$ cat src/design/stereo_frame_ring_drop_oldest_unit_assert.svh
// ----------------------------------------------------------------------------
// stereo frame ring assertion macros
// shared concurrent assertion forms, clocked on clk and disabled in reset
// ----------------------------------------------------------------------------
`ifndef STEREO_FRAME_RING_DROP_OLDEST_UNIT_ASSERT_SVH
`define STEREO_FRAME_RING_DROP_OLDEST_UNIT_ASSERT_SVH

// same-cycle implication
`define SFR_ASSERT_IMPL(label, ante, cons) \
    label: assert property (@(posedge clk) disable iff (!rst_n) (ante) |-> (cons)) \
        else $error("assertion failed in stereo frame ring");

// next-cycle implication
`define SFR_ASSERT_NEXT(label, ante, cons) \
    label: assert property (@(posedge clk) disable iff (!rst_n) (ante) |=> (cons)) \
        else $error("assertion failed in stereo frame ring");

`endif

$ cat src/design/sfr_pkg.sv
// ----------------------------------------------------------------------------
// sfr_pkg
// shared types and constants of the stereo frame ring
// ----------------------------------------------------------------------------
`timescale 1ns / 1ps

package sfr_pkg;

    localparam int CAPACITY_FRAMES_DEF = 1024;
    localparam int MODE_W   = 2;
    localparam int SAMPLE_W = 16;
    localparam int FRAME_W  = 2 * SAMPLE_W;
    localparam int SEQ_W    = 48;
    localparam int STATUS_W = 3;

    typedef enum logic [MODE_W-1:0] {
        MODE_WRITE = 2'd0,
        MODE_READ  = 2'd1,
        MODE_CLEAR = 2'd2
    } mode_t;

    typedef enum logic [STATUS_W-1:0] {
        ST_WRITTEN      = 3'd0,
        ST_WRITTEN_DROP = 3'd1,
        ST_READ_OK      = 3'd2,
        ST_READ_EMPTY   = 3'd3,
        ST_CLEARED      = 3'd4,
        ST_IGNORED      = 3'd5
    } status_t;

    // per-transaction result info, count travels beside it
    typedef struct packed {
        status_t            status;
        logic [SEQ_W-1:0]   seq;
    } result_info_t;

endpackage

$ cat src/design/sfr_ctrl.sv
// ----------------------------------------------------------------------------
// sfr_ctrl
// queue pointer, count and oldest sequence, with frame store access control
// ----------------------------------------------------------------------------
`timescale 1ns / 1ps

module sfr_ctrl #(
    parameter int CAPACITY_FRAMES = sfr_pkg::CAPACITY_FRAMES_DEF,
    localparam int PW = $clog2(CAPACITY_FRAMES),
    localparam int CW = $clog2(CAPACITY_FRAMES + 1)
) (
    input  logic                            clk,
    input  logic                            rst_n,
    input  logic                            accept,
    input  logic [sfr_pkg::MODE_W-1:0]      mode,
    input  logic [sfr_pkg::SAMPLE_W-1:0]    left_sample,
    input  logic [sfr_pkg::SAMPLE_W-1:0]    right_sample,
    input  logic [sfr_pkg::SEQ_W-1:0]       frame_sequence,
    output logic                            mem_wr_en,
    output logic [PW-1:0]                   mem_wr_addr,
    output logic [sfr_pkg::FRAME_W-1:0]     mem_wr_data,
    output logic                            mem_rd_en,
    output logic [PW-1:0]                   mem_rd_addr,
    output sfr_pkg::result_info_t           info_next,
    output logic [CW-1:0]                   count_out
);

    localparam logic [CW-1:0] CAP_COUNT = CW'(CAPACITY_FRAMES);
    localparam logic [PW:0]   CAP_SUM   = (PW + 1)'(CAPACITY_FRAMES);
    localparam logic [PW-1:0] LAST_PTR  = PW'(CAPACITY_FRAMES - 1);

    logic [PW-1:0]               rd_ptr_reg, rd_ptr_next;
    logic [CW-1:0]               count_reg, count_next;
    logic [sfr_pkg::SEQ_W-1:0]   seq_reg, seq_next;

    logic [PW-1:0]               ptr_inc;
    logic [sfr_pkg::SEQ_W-1:0]   seq_inc;
    logic [PW:0]                 slot_sum, slot_wrap;
    logic                        full, empty;
    logic                        wr_req, rd_req;
    sfr_pkg::status_t            status;

    assign ptr_inc   = (rd_ptr_reg == LAST_PTR) ? '0 : rd_ptr_reg + 1'b1;
    assign seq_inc   = seq_reg + 1'b1;
    assign slot_sum  = {1'b0, rd_ptr_reg} + (PW + 1)'(count_reg);
    assign slot_wrap = (slot_sum >= CAP_SUM) ? slot_sum - CAP_SUM : slot_sum;
    assign full      = (count_reg == CAP_COUNT);
    assign empty     = (count_reg == '0);

    always_comb
    begin
        rd_ptr_next = rd_ptr_reg;
        count_next  = count_reg;
        seq_next    = seq_reg;
        wr_req      = 1'b0;
        rd_req      = 1'b0;
        mem_wr_addr = slot_wrap[PW-1:0];
        status      = sfr_pkg::ST_IGNORED;
        unique case (sfr_pkg::mode_t'(mode))
            sfr_pkg::MODE_WRITE:
            begin
                wr_req = 1'b1;
                if (full)
                begin
                    // oldest slot is reused for the new frame
                    mem_wr_addr = rd_ptr_reg;
                    rd_ptr_next = ptr_inc;
                    seq_next    = seq_inc;
                    status      = sfr_pkg::ST_WRITTEN_DROP;
                end
                else
                begin
                    count_next = count_reg + 1'b1;
                    if (empty)
                    begin
                        seq_next = frame_sequence;
                    end
                    status = sfr_pkg::ST_WRITTEN;
                end
            end
            sfr_pkg::MODE_READ:
            begin
                if (empty)
                begin
                    status = sfr_pkg::ST_READ_EMPTY;
                end
                else
                begin
                    rd_req      = 1'b1;
                    count_next  = count_reg - 1'b1;
                    seq_next    = seq_inc;
                    rd_ptr_next = (count_reg == CW'(1)) ? '0 : ptr_inc;
                    status      = sfr_pkg::ST_READ_OK;
                end
            end
            sfr_pkg::MODE_CLEAR:
            begin
                rd_ptr_next = '0;
                count_next  = '0;
                seq_next    = '0;
                status      = sfr_pkg::ST_CLEARED;
            end
            default:
            begin
                status = sfr_pkg::ST_IGNORED;
            end
        endcase
    end

    assign mem_wr_en   = accept && wr_req;
    assign mem_rd_en   = accept && rd_req;
    assign mem_rd_addr = rd_ptr_reg;
    assign mem_wr_data = {right_sample, left_sample};

    assign info_next.status = status;
    assign info_next.seq    = seq_next;
    assign count_out        = count_next;

    always_ff @(posedge clk or negedge rst_n)
    begin
        if (!rst_n)
        begin
            rd_ptr_reg <= '0;
            count_reg  <= '0;
            seq_reg    <= '0;
        end
        else if (accept)
        begin
            rd_ptr_reg <= rd_ptr_next;
            count_reg  <= count_next;
            seq_reg    <= seq_next;
        end
    end

endmodule

$ cat config.mk
export PLATFORM = sky130hd
export DESIGN_NAME = sfr_ctrl
export DESIGN_NICKNAME = d
export VERILOG_FILES = /design/src/design/stereo_frame_ring_drop_oldest_unit_assert.svh /design/src/design/sfr_pkg.sv /design/src/design/sfr_ctrl.sv
export SDC_FILE = /design/constraint.sdc
export NUM_CORES = 1
export LEC_CHECK = 0
export CORE_ASPECT_RATIO = 0.7
export CORE_MARGIN = 2
export CORE_UTILIZATION = 40
export DETAILED_ROUTE_END_ITERATION = 16
export DONT_BUFFER_PORTS = 1
export SYNTH_ARGS = -nofsm -noshare
export SYNTH_HDL_FRONTEND = slang
export SYNTH_SLANG_ARGS = --single-unit
$ cat constraint.sdc
create_clock -name clk -period 4.7 [get_ports clk]
set_input_delay 0.47 -clock clk [delete_from_list [all_inputs] [get_ports clk]]
set_output_delay 0.47 -clock clk [all_outputs]
set_load 0.005 [all_outputs]
==> flow_metrics.env <==
export IMPL_largest_reg_flops=48
export IMPL_cts_made_buffers=9
export IMPL_crit_family="simple AND/OR/NAND/NOR gates"
export IMPL_num_vias=6784
export IMPL_violations="negative hold slack"
export IMPL_synth_common_cells="120 x o21ai_0, 112 x nand2_1, 69 x dfrtp_1, 58 x nor2_1, 47 x clkbuf_1"
export IMPL_synth_async_reset_ratio=1.00
export IMPL_gr_total_overflow=0
export IMPL_num_rows=39
export IMPL_cp_end_kind="output port"
export IMPL_leakage_nw=2.65
export IMPL_ant_nets=0
export IMPL_pin_count=201
export IMPL_synthesis_nets=996
export IMPL_crit_path_top_delay_cell="or4b_2"
export IMPL_finalNetCount=928
export IMPL_dr_max_layer_used="met4"
export IMPL_synth_distinct_cells=77
export IMPL_maxCapViolCount=0
export IMPL_min_path_type="in -> async"
export IMPL_wire_per_inst_um=21.6
export IMPL_period_share=0.820
export IMPL_syn_inst=890
export IMPL_clock_path_buffers=2
export IMPL_yosys_area_top_type_share=0.262
export IMPL_critPathKind="reg -> out"
export IMPL_fill_cells=1668
export IMPL_outcome="finished with violations"
export IMPL_synthFlopType="dfrtp_1"
export IMPL_ys_warn_count=0
export IMPL_final_util=0.420
export IMPL_layout_drive_gt1_share=0.0667
export IMPL_yosys_area_top_type="dfrtp_1"
export IMPL_dr_pass1_iters=5
export IMPL_place_congestion=0.844
export IMPL_drv_slew=0
export IMPL_grt_max_degree=70
export IMPL_yosys_top_cells_area="dfrtp_1 26%, o21ai_0 9.1%, nand2_1 6.4%"
export IMPL_hold_viol=1
export IMPL_startpoint_type="flip-flop"
export IMPL_clkLatencyLatePin_ns=0.35
export IMPL_finalSetupViolations=0
export IMPL_hold_buffers=1
export IMPL_max_stage_delay_ns=0.68
export IMPL_grt_pass1_wl_um=35800
export IMPL_viasPerCell=6.45
export IMPL_root_buffer="clkbuf_16"
export IMPL_htreeDepth=3
export IMPL_met2_length_um=9310
export IMPL_dp_hpwl_um=15900
export IMPL_synth_avg_cell_area_um2=7.40
export IMPL_hold_ws_ns=-0.00193
export IMPL_worst_slew_pin_slew_ns=1.11
export IMPL_drt_wl_total_um=22700
export IMPL_rsz0062_at_grt="false"
export IMPL_syn_area_um2=6590
export IMPL_max_freq_mhz=259
export IMPL_clock_sinks=69
export IMPL_ys_seq_area_frac=0.262
export IMPL_initial_core_util=0.407
export IMPL_ys_ff_latch=69
export IMPL_post_cts_buffers=0
export IMPL_grt_use_total=0.260
export IMPL_drc=0
export IMPL_cts_resized=0
export IMPL_critPathBufInv=2
export IMPL_m1WireLength_um=10500
export IMPL_synth_most_common_cell="o21ai_0"
export IMPL_clock_skew_ns=0.0117
export IMPL_clkTransAtPathRegs_ns=0.05
export IMPL_tns_ns=0
export IMPL_core_area_um2=16200
export IMPL_initialDrtViolationCount=762
export IMPL_peakVddDrop_mv=0.136
export IMPL_die_area_um2=17500
export IMPL_grt_pass1_vias=6060
export IMPL_powerDensity_nw_per_um2=388
export IMPL_synth_edf_count=0
export IMPL_port_buffers=0
export IMPL_antenna_found_initial=1
export IMPL_fin_crit_ns=3.85
export IMPL_dieWidth_um=157
export IMPL_slew_headroom=0.251
export IMPL_worst_path_max_fanout=52
export IMPL_cts_tree="built"
export IMPL_die_h_um=111
export IMPL_critPathRequiredTime_ns=4.23
export IMPL_arrival_ns=3.38
export IMPL_area_growth_pct=3.21
export IMPL_path_cells="inv_1, ha_1, or4b_2, nor4_4, buf_4, a21oi_1, a21boi_0, o21ai_0"
export IMPL_wl_met3_um=2620
-- cell type report --
type,count,area [µm²],share of cell area
Antenna cell,1,2.50,0.000368
Clock buffer,12,246,0.0362
Clock inverter,2,35.0,0.00515
Inverter,22,82.6,0.0121
Multi-Input combinational cell,701,4260,0.627
Sequential cell,69,1730,0.254
Tap cell,225,282,0.0414
Timing Repair Buffer,19,163,0.0239
-- cells by family (layout without fill, tap and decap cells) --
| family | count (synthesis) | after routing | share of synthesized area |
|---|---|---|---|
| DFF | 69 | 69 | 0.262 |
| and+or+nand+nor | 327 | 327 | 0.248 |
| adders and majority gates | 21 | 21 | 0.0410 |
| buffers and inverters | 120 | 55 | 0.0913 |
| muxes | 5 | 5 | 0.00835 |
| other | 0 | 1 | 0 |
| AOI/OAI and AO/OA | 325 | 325 | 0.319 |
| xor gates and xnor gates | 23 | 23 | 0.0306 |
-- through the flow --
stage	instances	instance area (µm²)	total power, mW	setup WS (ns)
after CTS	1050	6800	2.63	0.847
final	1051	6800	2.64	0.846
after global placement	1035	6490	1.91	1.27
after detailed placement	1035	6490	1.92	1.20
after global routing	1050	6800	2.82	0.628
after floorplan	890	6590	1.69	1.66
-- where the power goes --
| group | internal, mW | switching [mW] |
|---|---|---|
| clock | 0.420 | 0.274 |
| combinational | 0.394 | 0.643 |
| sequential | 0.687 | 0.222 |
-- layer usage --
metal,vias up,GRT usage
li1,3156,-
met1,3246,0.399
met2,361,0.356
met3,21,0.0743
met4,0,0.0624
met5,-,0
-- cell usage in the layout, fill, tap and decap left out, types with 5 or more instances in the layout --
master     count
o21ai_0      120
nand2_1      112
dfrtp_1       69
nor2_1        58
a21oi_1       45
nand3_1       42
nor3_1        26
inv_1         21
ha_1          19
buf_4         18
and3_1        15
a22oi_1       15
nand4_1       15
nor4_1        14
a21o_1        13
o31ai_1       13
xor2_1        12
xnor2_1       11
a31oi_1       10
a211oi_1       9
clkbuf_16      9
o22ai_1        8
or2_2          6
o221ai_1       6
a32oi_1        6
o21ai_1        6
a221o_1        6
o21a_1         6
o41ai_1        5
and4_1         5
a221oi_1       5
o211ai_1       5
-- final timing paths --
path                                   start              to  slack, ns  cells after the start
worst max-delay path            count_reg[1]   info_next[11]       0.85                      8
worst min-delay path                   rst_n  mem_rd_addr[3]     -0.002                      1
worst max register to register  count_reg[1]     seq_reg[25]       1.58                      9
worst min register to register   seq_reg[14]     seq_reg[14]       0.51                      2
max in group asynchronous              rst_n      seq_reg[8]       4.33                      1
min in group clk                      accept     seq_reg[46]       0.21                      1
Power figures use the tool's default switching activity.
